### src/rtl/whpa_pkg.sv
// Shared constants and types for the weighted HPWL accumulator.
// No dependencies; used by whpa_front, whpa_back and weighted_hpwl_accumulator.
`default_nettype none

package whpa_pkg;

   localparam int COORD_WIDTH_DEF      = 32;
   localparam int WEIGHT_FRAC_BITS_DEF = 8;

   localparam int PIN_WIDTH    = 32;
   localparam int WEIGHT_WIDTH = 16;
   localparam int LEN_WIDTH    = 41;
   localparam int TOTAL_WIDTH  = 63;
   localparam int QUEUE_DEPTH  = 4;

   // Per-net attributes, captured at the net's closing pin.
   typedef struct packed {
      logic                    design_end;
      logic                    net_enabled;
      logic [WEIGHT_WIDTH-1:0] net_weight;
   } net_flags_type;

   localparam int NET_FLAGS_WIDTH = $bits(net_flags_type);

endpackage

`default_nettype wire

### src/rtl/whpa_front.sv
// Front end: tracks the net's bounding box, one pin per cycle while pin_take is high.
// Pushes the final box and net flags into the queue on the closing pin. Uses whpa_pkg.
`default_nettype none

module whpa_front #(
   parameter int COORD_WIDTH = whpa_pkg::COORD_WIDTH_DEF
) (
   input  wire logic                               clock,
   input  wire logic                               reset,
   input  wire logic                               pin_take,
   input  wire logic [whpa_pkg::PIN_WIDTH-1:0]     pin_x,
   input  wire logic [whpa_pkg::PIN_WIDTH-1:0]     pin_y,
   input  wire logic                               net_end,
   input  wire whpa_pkg::net_flags_type            pin_flags,
   output logic                                    push,
   output logic [4*COORD_WIDTH-1:0]                push_box,
   output whpa_pkg::net_flags_type                 push_flags
);

   localparam int XW = COORD_WIDTH + whpa_pkg::PIN_WIDTH;

   logic [XW-1:0]          x_ext, y_ext;
   logic [COORD_WIDTH-1:0] x_c, y_c, bx, by;
   logic [COORD_WIDTH-1:0] min_x_ff, max_x_ff, min_y_ff, max_y_ff;
   logic [COORD_WIDTH-1:0] min_x_in, max_x_in, min_y_in, max_y_in;
   logic                   first_ff;
   logic                   closing;

   // Coordinates as COORD_WIDTH two's complement, then offset binary so
   // unsigned compares give signed order.
   assign x_ext = {{COORD_WIDTH{pin_x[whpa_pkg::PIN_WIDTH-1]}}, pin_x};
   assign y_ext = {{COORD_WIDTH{pin_y[whpa_pkg::PIN_WIDTH-1]}}, pin_y};
   assign x_c   = x_ext[COORD_WIDTH-1:0];
   assign y_c   = y_ext[COORD_WIDTH-1:0];
   assign bx    = {~x_c[COORD_WIDTH-1], x_c[COORD_WIDTH-2:0]};
   assign by    = {~y_c[COORD_WIDTH-1], y_c[COORD_WIDTH-2:0]};

   always_comb begin
      if (first_ff) begin
         min_x_in = bx;
         max_x_in = bx;
         min_y_in = by;
         max_y_in = by;
      end else begin
         min_x_in = (bx < min_x_ff) ? bx : min_x_ff;
         max_x_in = (bx > max_x_ff) ? bx : max_x_ff;
         min_y_in = (by < min_y_ff) ? by : min_y_ff;
         max_y_in = (by > max_y_ff) ? by : max_y_ff;
      end
   end

   // design_end alone also closes the net
   assign closing    = net_end | pin_flags.design_end;
   assign push       = pin_take & closing;
   assign push_box   = {max_y_in, min_y_in, max_x_in, min_x_in};
   assign push_flags = pin_flags;

   always_ff @(posedge clock) begin
      if (reset) begin
         first_ff <= 1'b1;
      end else if (pin_take) begin
         first_ff <= closing;
      end
   end

   always_ff @(posedge clock) begin
      if (pin_take) begin
         min_x_ff <= min_x_in;
         max_x_ff <= max_x_in;
         min_y_ff <= min_y_in;
         max_y_ff <= max_y_in;
      end
   end

endmodule

`default_nettype wire

### src/rtl/whpa_queue.sv
// Small FIFO between the box tracker and the length pipeline.
// Storage is a register array; depends on nothing else.
`default_nettype none

module whpa_queue #(
   parameter int WIDTH = 8,
   parameter int DEPTH = 4
) (
   input  wire logic             clock,
   input  wire logic             reset,
   input  wire logic             push,
   input  wire logic [WIDTH-1:0] push_data,
   input  wire logic             pop,
   output logic                  full,
   output logic                  not_empty,
   output logic [WIDTH-1:0]      pop_data
);

   localparam int AW = (DEPTH > 1) ? $clog2(DEPTH) : 1;
   localparam int CW = $clog2(DEPTH + 1);

   logic [WIDTH-1:0] mem [DEPTH];
   logic [AW-1:0]    wr_ptr_ff, rd_ptr_ff;
   logic [CW-1:0]    count_ff;
   logic             do_push, do_pop;

   assign full      = (count_ff == CW'(DEPTH));
   assign not_empty = (count_ff != '0);
   assign do_push   = push & ~full;
   assign do_pop    = pop & not_empty;
   assign pop_data  = mem[rd_ptr_ff];

   always_ff @(posedge clock) begin
      if (do_push) begin
         mem[wr_ptr_ff] <= push_data;
      end
   end

   always_ff @(posedge clock) begin
      if (reset) begin
         wr_ptr_ff <= '0;
         rd_ptr_ff <= '0;
         count_ff  <= '0;
      end else begin
         if (do_push) begin
            wr_ptr_ff <= (wr_ptr_ff == AW'(DEPTH - 1)) ? '0 : wr_ptr_ff + 1'b1;
         end
         if (do_pop) begin
            rd_ptr_ff <= (rd_ptr_ff == AW'(DEPTH - 1)) ? '0 : rd_ptr_ff + 1'b1;
         end
         if (do_push && !do_pop) begin
            count_ff <= count_ff + 1'b1;
         end else if (do_pop && !do_push) begin
            count_ff <= count_ff - 1'b1;
         end
      end
   end

endmodule

`default_nettype wire

### src/rtl/whpa_back.sv
// Back end: span, weight multiply, shift and saturate, running total.
// Four register stages, all held while the result register waits. Uses whpa_pkg.
`default_nettype none

module whpa_back #(
   parameter int COORD_WIDTH      = whpa_pkg::COORD_WIDTH_DEF,
   parameter int WEIGHT_FRAC_BITS = whpa_pkg::WEIGHT_FRAC_BITS_DEF
) (
   input  wire logic                                clock,
   input  wire logic                                reset,
   input  wire logic                                weights_enabled,
   input  wire logic                                q_valid,
   input  wire logic [4*COORD_WIDTH-1:0]            q_box,
   input  wire whpa_pkg::net_flags_type             q_flags,
   output logic                                     q_pop,
   output logic                                     rsp_valid,
   input  wire logic                                rsp_ready,
   output logic [whpa_pkg::LEN_WIDTH-1:0]           rsp_net_length,
   output logic [whpa_pkg::TOTAL_WIDTH-1:0]         rsp_total_length,
   output logic                                     rsp_design_done
);

   localparam int LW = whpa_pkg::LEN_WIDTH;
   localparam int TW = whpa_pkg::TOTAL_WIDTH;
   localparam int WW = whpa_pkg::WEIGHT_WIDTH;
   localparam int SW = COORD_WIDTH + 1;
   localparam int PW = SW + WW;
   localparam int EW = (PW > 65) ? PW : 65;

   logic                   adv;
   logic [COORD_WIDTH-1:0] dx, dy;
   logic [SW-1:0]          span;

   logic                   v1_ff, v2_ff, v3_ff, out_valid_ff;
   logic [SW-1:0]          span1_ff;
   whpa_pkg::net_flags_type flags1_ff;
   logic [WW-1:0]          wsel;
   logic [PW-1:0]          prod2_ff;
   logic                   done2_ff, done3_ff;
   logic [EW-1:0]          prod_ext, shifted;
   logic                   sat_len;
   logic [LW-1:0]          len3_ff, len_in;
   logic [TW:0]            sum;
   logic [TW-1:0]          total_in, total_ff;
   logic [LW-1:0]          out_len_ff;
   logic [TW-1:0]          out_total_ff;
   logic                   out_done_ff;

   assign adv   = ~out_valid_ff | rsp_ready;
   assign q_pop = adv & q_valid;

   // box layout: {max_y, min_y, max_x, min_x}
   assign dx   = q_box[2*COORD_WIDTH-1:COORD_WIDTH] - q_box[COORD_WIDTH-1:0];
   assign dy   = q_box[4*COORD_WIDTH-1:3*COORD_WIDTH] - q_box[3*COORD_WIDTH-1:2*COORD_WIDTH];
   assign span = {1'b0, dx} + {1'b0, dy};

   // masked net multiplies by zero; unweighted uses weight one
   always_comb begin
      if (!flags1_ff.net_enabled) begin
         wsel = '0;
      end else if (weights_enabled) begin
         wsel = flags1_ff.net_weight;
      end else begin
         wsel = WW'(1) << WEIGHT_FRAC_BITS;
      end
   end

   // product at or above 2^64, or shifted length at or above 2^LW, saturates
   assign prod_ext = EW'(prod2_ff);
   assign shifted  = prod_ext >> WEIGHT_FRAC_BITS;
   assign sat_len  = (|(prod_ext >> 64)) | (|(shifted >> LW));
   assign len_in   = sat_len ? {LW{1'b1}} : shifted[LW-1:0];

   assign sum      = {1'b0, total_ff} + (TW + 1)'(len3_ff);
   assign total_in = sum[TW] ? {TW{1'b1}} : sum[TW-1:0];

   always_ff @(posedge clock) begin
      if (reset) begin
         v1_ff        <= 1'b0;
         v2_ff        <= 1'b0;
         v3_ff        <= 1'b0;
         out_valid_ff <= 1'b0;
         total_ff     <= '0;
      end else if (adv) begin
         v1_ff        <= q_valid;
         v2_ff        <= v1_ff;
         v3_ff        <= v2_ff;
         out_valid_ff <= v3_ff;
         if (v3_ff) begin
            total_ff <= done3_ff ? '0 : total_in;
         end
      end
   end

   always_ff @(posedge clock) begin
      if (adv) begin
         span1_ff     <= span;
         flags1_ff    <= q_flags;
         prod2_ff     <= PW'(span1_ff) * PW'(wsel);
         done2_ff     <= flags1_ff.design_end;
         len3_ff      <= len_in;
         done3_ff     <= done2_ff;
         out_len_ff   <= len3_ff;
         out_total_ff <= total_in;
         out_done_ff  <= done3_ff;
      end
   end

   assign rsp_valid        = out_valid_ff;
   assign rsp_net_length   = out_len_ff;
   assign rsp_total_length = out_total_ff;
   assign rsp_design_done  = out_done_ff;

endmodule

`default_nettype wire

### src/rtl/weighted_hpwl_accumulator.sv
// Weighted HPWL accumulator. Throughput: one pin per cycle while req_tready is
// high, set by the min/max box recurrence in the front end. A closing pin's net
// passes the queue, then the v1, v2, v3 and output registers, to rsp_tvalid; a
// 4-entry net queue lets the front keep taking pins while the result side stalls.
// Reset clears the box tracker, queue, pipeline valids, running total and
// the weights_enabled register. Uses whpa_pkg, whpa_front, whpa_queue, whpa_back.
`default_nettype none

module weighted_hpwl_accumulator #(
   parameter int COORD_WIDTH      = whpa_pkg::COORD_WIDTH_DEF,
   parameter int WEIGHT_FRAC_BITS = whpa_pkg::WEIGHT_FRAC_BITS_DEF
) (
   input  wire logic          clock,
   input  wire logic          reset,
   input  wire logic          req_tvalid,
   output logic               req_tready,
   input  wire logic [79:0]   req_tdata,   // pin_x[31:0], pin_y[63:32], net_weight[79:64]
   input  wire logic [1:0]    req_tuser,   // net_end[0], net_enabled[1]
   input  wire logic          req_tlast,   // design_end
   output logic               rsp_tvalid,
   input  wire logic          rsp_tready,
   output logic [103:0]       rsp_tdata,   // net_length[40:0], total_length[103:41]
   output logic               rsp_tlast,   // design_done
   input  wire logic          csr_wr_en,
   input  wire logic          csr_wr_data  // weights_enabled
);

   localparam int QW = 4 * COORD_WIDTH + whpa_pkg::NET_FLAGS_WIDTH;

   logic                                weights_en_ff;
   logic                                pin_take;
   whpa_pkg::net_flags_type             pin_flags, push_flags, q_flags;
   logic                                push, q_full, q_valid, q_pop;
   logic [4*COORD_WIDTH-1:0]            push_box, q_box;
   logic [QW-1:0]                       q_data;
   logic [whpa_pkg::LEN_WIDTH-1:0]      net_length;
   logic [whpa_pkg::TOTAL_WIDTH-1:0]    total_length;

   always_ff @(posedge clock) begin
      if (reset) begin
         weights_en_ff <= 1'b0;
      end else if (csr_wr_en) begin
         weights_en_ff <= csr_wr_data;
      end
   end

   // a pin that does not close a net never needs a queue slot, but taking
   // ready from full alone keeps ready independent of the payload
   assign req_tready = ~q_full;
   assign pin_take   = req_tvalid & req_tready;

   assign pin_flags.design_end  = req_tlast;
   assign pin_flags.net_enabled = req_tuser[1];
   assign pin_flags.net_weight  = req_tdata[79:64];

   whpa_front #(
      .COORD_WIDTH (COORD_WIDTH)
   ) u_front (
      .clock      (clock),
      .reset      (reset),
      .pin_take   (pin_take),
      .pin_x      (req_tdata[31:0]),
      .pin_y      (req_tdata[63:32]),
      .net_end    (req_tuser[0]),
      .pin_flags  (pin_flags),
      .push       (push),
      .push_box   (push_box),
      .push_flags (push_flags)
   );

   whpa_queue #(
      .WIDTH (QW),
      .DEPTH (whpa_pkg::QUEUE_DEPTH)
   ) u_queue (
      .clock     (clock),
      .reset     (reset),
      .push      (push),
      .push_data ({push_flags, push_box}),
      .pop       (q_pop),
      .full      (q_full),
      .not_empty (q_valid),
      .pop_data  (q_data)
   );

   assign q_box   = q_data[4*COORD_WIDTH-1:0];
   assign q_flags = q_data[QW-1:4*COORD_WIDTH];

   whpa_back #(
      .COORD_WIDTH      (COORD_WIDTH),
      .WEIGHT_FRAC_BITS (WEIGHT_FRAC_BITS)
   ) u_back (
      .clock            (clock),
      .reset            (reset),
      .weights_enabled  (weights_en_ff),
      .q_valid          (q_valid),
      .q_box            (q_box),
      .q_flags          (q_flags),
      .q_pop            (q_pop),
      .rsp_valid        (rsp_tvalid),
      .rsp_ready        (rsp_tready),
      .rsp_net_length   (net_length),
      .rsp_total_length (total_length),
      .rsp_design_done  (rsp_tlast)
   );

   assign rsp_tdata = {total_length, net_length};

endmodule

`default_nettype wire

### config.mk
export PLATFORM = sky130hd
export DESIGN_NAME = weighted_hpwl_accumulator
export DESIGN_NICKNAME = d
export VERILOG_FILES = /design/src/rtl/whpa_pkg.sv /design/src/rtl/whpa_front.sv /design/src/rtl/whpa_queue.sv /design/src/rtl/whpa_back.sv /design/src/rtl/weighted_hpwl_accumulator.sv
export SDC_FILE = /design/constraint.sdc
export NUM_CORES = 2
export LEC_CHECK = 0
export BUFFER_PORTS_ARGS = -buffer_cell sky130_fd_sc_hd__buf_2
export CAP_MARGIN = 20
export CORE_MARGIN = 2
export CORE_UTILIZATION = 35
export CTS_CLUSTER_DIAMETER = 40
export DETAILED_ROUTE_END_ITERATION = 12
export GPL_ROUTABILITY_DRIVEN = 0
export PLACE_DENSITY = 0.55
export SLEW_MARGIN = 10
export SYNTH_ARGS = -nofsm -noshare
export SYNTH_HDL_FRONTEND = slang
export SYNTH_SLANG_ARGS = --single-unit
export TNS_END_PERCENT = 100
### constraint.sdc
create_clock -name clock -period 18 [get_ports clock]
set_input_delay 0 -clock clock [delete_from_list [all_inputs] [get_ports clock]]
set_output_delay 0 -clock clock [all_outputs]
set_load 0.02 [all_outputs]
Yosys cells after proc, flatten, opt, wreduce, memory -nomap -nowiden
Memories as Yosys holds them, arrays and structs flattened. A register that Yosys moved wholly into a read port is not among the register bits. Cells that the tools add are included.

Register bits after elaboration: 452. RAM bits: 584. Bits of input ports: 89. Logic and storage cells: 80. Memories: 1.

Add/subtract/negate cells: 8. $mul: 1. Magnitude comparators: 4. Equal/unequal tests: 3. Multiplexer cells: 20. Bitwise gates (word level): 11. Reductions and logical operators: 7.

Memories: u_queue.mem (depth 4, bits a word 146, rd ports 1, clocked after memory_dff 1, wr ports 1, RTL line whpa_queue.sv:22) `logic [WIDTH-1:0] mem [DEPTH];`.

Operators by type and width (count): two-way mux 32 bit (8); two-way mux 63 bit (2); adder 63 x 41 -> 64 bit (1); > comparator 32 bit (2); < comparator 32 bit (2); subtractor 32 bit (2); multiplier 33 x 16 -> 49 bit (1); adder 32 x 32 -> 33 bit (1); two-way mux 16 bit (2); two-way mux 2 bit (4); two-way mux 3 bit (2); AND 1 bit (5); adder 2 x 1 -> 2 bit (second input constant) (2); equality test 2 bit (second input constant) (2); NOT 1 bit (4); adder 3 x 1 -> 3 bit (second input constant) (1); equality test 3 bit (second input constant) (1); nonzero test 3 bit (1); subtractor 3 x 1 -> 3 bit (second input constant) (1); logical AND 1 bit (2); zero test 1 bit (2); two-way mux 1 bit (2); bitwise OR 1 bit (2); AND reduction 2 bit (1); nonzero test 2 bit (1).

Depth between registers and ports, before layout
Word-level depth: 9. Gate-level depth with buffers: 29.

By module
Synthesis repeated with hierarchy kept, for this count alone.

Cells, all modules: 5013. Area total of the unflattened synthesis: 63982.6 sq um.

Modules (own cells, without submodules): whpa_back (instances 1, cells an instance 3453, area an instance 33517.1 sq um, sequential area each 8548.2 sq um); whpa_queue (instances 1, cells an instance 812, area an instance 21520.6 sq um, sequential area each 17717.0 sq um); whpa_front (instances 1, cells an instance 743, area an instance 8901.0 sq um, sequential area each 3863.7 sq um); weighted_hpwl_accumulator (instances 1, cells an instance 5, area an instance 43.8 sq um, sequential area each 20.0 sq um).

Worst setup path after synthesis
No wires, ideal clock.

Path kind: reg2reg. From: register u_back.out_valid_ff, in the netlist u_back.rsp_valid. To: register u_queue.count_ff[2]. Setup time: 0.071 ns. Arrival: 9.891 ns. Slack: 8.038 ns. Stages on the path, launching flop included: 10. Path buffers: 1. Period minus slack after synthesis: 9.962 ns. Cells stage by stage: dfxtp_1 -> nand2b_1 -> clkbuf_1 -> o31ai_1 -> ha_1 -> inv_1 -> fa_1 -> xor2_1 -> or3_1 -> a21oi_1.

Longest elaborated chain between the ends: 7.

RTL lines: from (decl) (RTL line whpa_back.sv:34) `logic v1_ff, v2_ff, v3_ff, out_valid_ff;`; from (signal assigned) (RTL line whpa_back.sv:88) `out_valid_ff <= v3_ff;`; NOT 1 bit (*) (RTL line whpa_back.sv:49) `assign adv = ~out_valid_ff | rsp_ready;`; bitwise OR 1 bit (*) (RTL line whpa_back.sv:49); AND 1 bit (*) (RTL line whpa_back.sv:50) `assign q_pop = adv & q_valid;`; AND 1 bit (*) (RTL line whpa_queue.sv:30) `assign do_pop = pop & not_empty;`; zero test 1 bit (RTL line whpa_queue.sv:51) `if (do_push && !do_pop) begin`; logical AND 1 bit (RTL line whpa_queue.sv:51); two-way mux 3 bit / nonzero test 2 bit (equally long branches); to (signal assigned) (RTL line whpa_queue.sv:52) `count_ff <= count_ff + 1'b1;`; to (signal assigned) (RTL line whpa_queue.sv:54) `count_ff <= count_ff - 1'b1;`; to (decl) (RTL line whpa_queue.sv:24) `logic [CW-1:0] count_ff;`.

Every way passes the cells marked *; elsewhere a longest branch is shown, timed or not. A chain may end at the register's enable or synchronous reset.

Worst setup path after layout
From: register u_back.flags1_ff[16] (netlist name). To: register u_back.prod2_ff[46] (data pin).

Longest elaborated chain between the ends: 2.

RTL lines: from (decl) (RTL line whpa_back.sv:36) `whpa_pkg::net_flags_type flags1_ff;`; from (signal assigned) (RTL line whpa_back.sv:98) `flags1_ff <= q_flags;`; two-way mux 16 bit (RTL line whpa_back.sv:59) `if (!flags1_ff.net_enabled) begin`; multiplier 33 x 16 -> 49 bit (RTL line whpa_back.sv:99) `prod2_ff <= PW'(span1_ff) * PW'(wsel);`; to (signal assigned) (RTL line whpa_back.sv:99); to (decl) (RTL line whpa_back.sv:38) `logic [PW-1:0] prod2_ff;`.

Every way passes these cells.

==> flow_metrics.tcl <==
set metrics [dict create \
    status "completed" \
    hold_viol 0 \
    grt_max_degree 159 \
    rsz0062_at_grt "false" \
    die_h_um 430 \
    internal-power_w 0.00845 \
    setup_viol 0 \
    pwr-share-seq_pct 25.6 \
    p_per_area_nw_per_um2 199 \
    firstDrtPassIters 5 \
    maxSlewHeadroom_pct 25.3 \
    grt_usage_pct 16.7 \
    max_cap_violations 0 \
    final_layout_size_suffix_gt1_share_pct 14.6 \
    rows 156 \
    grt_antenna_before_repair 3 \
    regToRegEndpoint "u_back.prod2_ff[46]$_DFFE_PN_" \
    final_common_cell "edfxtp_1" \
    wl_per_cell_um 19.5 \
    die_w_um 430 \
    path_class "reg2reg" \
    ys_seq_area_share_pct 47.4 \
    place_hpwl_um 109000 \
    synth_area_um2 63500 \
    min_path_type "in2reg" \
    cts_setup_buffers 0 \
    portBuffers 195 \
    r2r_cells 23 \
    drc 0 \
    cts.sinks 1030 \
    ant_nets 0 \
    clkPwrFrac_pct 22.0 \
    grt_pass1_vias 41000 \
    sw_frac_of_total_pct 42.7 \
    finalWirelength_um 153000 \
    p_leak_nw 30.5 \
    worst_slew_pin_slew_ps 1120 \
    place_ws_ps 10350 \
    area_delta_synth_final_pct 16.5 \
    worstHoldStart "req_tlast" \
    io_pins 196 \
    setup_slack_ps 10310 \
    dieArea_um2 185000 \
    crit_path_start_kind "flop" \
    critPathArrivalTime_ps 8220 \
    clock_latency_ps 820 \
    cp_max_fo 33 \
    syn_nets 5934 \
    async_flop_share_pct 0 \
    rrSetupSlack_ps 10310 \
    vias_per_cell 4.96 \
    layout_common_cells "952 x edfxtp_1, 717 x inv_1, 471 x nand2_1" \
    synthCells 5024 \
    final.min_clock_period_ps 7690 \
    clk_pin_slew_ps 60 \
    max_freq_mhz 130 \
    core_region_area_um2 181000 \
    initial_core_util_pct 35.2 \
    critPathRequiredTime_ps 18530 \
    skew_ps 88.7 \
    ys.flop_type "edfxtp_1" \
    cts_root_buf "clkbuf_16" \
    clock_path_buffers 3 \
    hold_depth 2 \
    cp-end-kind "flop" \
    syn_area_per_cell_um2 12.6 \
    r2r-start "u_back.flags1_ff[16]$_DFFE_PN_" \
    grt_pass1_wl_um 240000 \
    power.switching_w 0.00629 \
    power.share.combinational_pct 52.4 \
    cts_tree "done" \
    regArea_um2 30200 \
    ys_types 80 \
    ir_drop_v 0.000279 \
    period_share_pct 42.7 \
    ys_ff_latch 1030 \
    drtIter0Drc 2171 \
    drv_slew 0 \
    fin_cells 7853 \
    nFillCells 16900 \
    hold_end "u_queue.mem[1][145]$_DFFE_PP_" \
    cts_max_level 4 \
    via_count 38900 \
    synth-edff-count 952 \
    cts_made_buffers 160 \
    nets 6255 \
    multiInputGateArea_um2 30000 \
    fin_tns_setup_ps 0 \
    place_inst 7446 \
    overflow 0 \
    synth_warnings 0 \
]
-- cell usage after synthesis (all sizes together) (78+ instances only) --
library cell / n / area share (%)
and2: 230 / 2.3
mux2: 124 / 2.2
xnor2: 118 / 1.6
clkbuf: 156 / 0.92
inv: 719 / 4.2
dfxtp: 78 / 2.5
nand2: 473 / 2.8
edfxtp: 952 / 45
ha: 385 / 7.6
fa: 436 / 14
a21oi: 215 / 1.7
nor2: 103 / 0.61
a21o: 138 / 1.6
o21ai: 125 / 0.98
mux4: 144 / 5.1
-- state kept, by name, indices dropped and copies added (netlist names), 2 cells and up, named ones only --
register / count
u_back.len3_ff: 41
u_back.prod2_ff: 41
u_front.max_y_ff: 32
u_queue.rd_ptr_ff: 2
u_front.min_x_ff: 32
u_back.rsp_net_length: 41
u_queue.mem: 584
u_back.span1_ff: 33
u_back.rsp_total_length: 63
u_front.min_y_ff: 32
u_queue.wr_ptr_ff: 2
u_queue.count_ff: 3
u_back.total_ff: 63
u_back.flags1_ff: 18
u_front.max_x_ff: 32
-- cell families (layout without fill, tap and decap cells) --
| kind of cell | count (synthesis) | after routing | share of synthesized area, % |
|---|---|---|---|
| AOI/OAI and AO/OA | 717 | 717 | 7.39 |
| xor gates and xnor gates | 181 | 181 | 2.49 |
| adders and majority gates | 821 | 821 | 21.3 |
| buffers and inverters | 911 | 1369 | 5.42 |
| DFF | 1030 | 1030 | 47.4 |
| muxes | 281 | 281 | 7.51 |
| other | 0 | 1 | 0 |
| and+or+nand+nor | 1083 | 1083 | 8.42 |
-- critical path, stage by stage (launching register included) --
cell and delay, ps:
edfxtp_1 590, a21boi_2 220, buf_4 420, nand2_1 150
fa_1 550, inv_1 50, fa_1 470, fa_1 560
fa_1 430, fa_1 500, inv_1 50, fa_1 550
inv_1 60, ha_1 380, a21o_1 190, a21o_1 170
a221oi_1 270, o21ai_0 120, a21oi_1 510, o31ai_2 220
a21oi_1 400, nor2b_1 260, o21ai_1 120, xor2_1 150
-- cell type report --
class	count	area share [%]
sequential	1030	40.7
multi-input combinational	3083	40.5
clock buffer	173	5.49
tap	2370	4.00
inverter	719	3.65
timing repair buffer	351	3.27
clock inverter	126	2.32
antenna	1	0.00338
-- per-layer routing --
layer / wire length (um) / global-route usage [%] / vias up
met3: 7200 / 3.30 / 175
li1: - / - / 18200
met1: 67600 / 21.7 / 19700
met4: 2600 / 3.72 / 4
met2: 75500 / 28.7 / 826
met5: 30 / 0 / -
-- metrics by stage --
step	utilization, %	instance area (um2)	hold WS [ps]	power, W
floorplan	-	63500	98.9	0.00919
global placement	37.2	67200	215	0.0114
detailed placement	37.2	67200	218	0.0115
CTS	41.0	74100	0.101	0.0149
global route	41.0	74100	4.91	0.0158
finish	41.0	74100	46.3	0.0147
-- worst max path at each step --
| stage | end | start | slack [ps] |
|---|---|---|---|
| floorplan | u_queue.count_ff[2]$_SDFFE_PP0P_ | u_back.rsp_valid$_SDFFE_PP0N_ | 8040 |
| global placement | u_back.prod2_ff[48]$_DFFE_PN_ | weights_en_ff$_SDFFE_PP0P_ | 10340 |
| detailed placement | u_back.prod2_ff[48]$_DFFE_PN_ | weights_en_ff$_SDFFE_PP0P_ | 10350 |
| CTS | u_back.prod2_ff[48]$_DFFE_PN_ | u_back.flags1_ff[16]$_DFFE_PN_ | 10300 |
| global route | u_back.prod2_ff[48]$_DFFE_PN_ | u_back.flags1_ff[16]$_DFFE_PN_ | 9810 |
| finish | u_back.prod2_ff[46]$_DFFE_PN_ | u_back.flags1_ff[16]$_DFFE_PN_ | 10310 |
-- repair_timing --
action	4_1_cts	5_1_grt
gates resized for setup	0	0
hold endpoints to repair	755	0
hold buffers	107	0
-- power by group through the flow --
stage	Sequential [W]	Clock, W	Combinational, W
2_1_floorplan	0.00370	0	0.00549
3_3_place_gp	0.00381	0	0.00763
3_5_place_dp	0.00382	0	0.00769
4_1_cts	0.00378	0.00332	0.00776
5_1_grt	0.00382	0.00343	0.00858
6_report	0.00377	0.00324	0.00772
No activity file was read; power rests on OpenSTA's default activity.
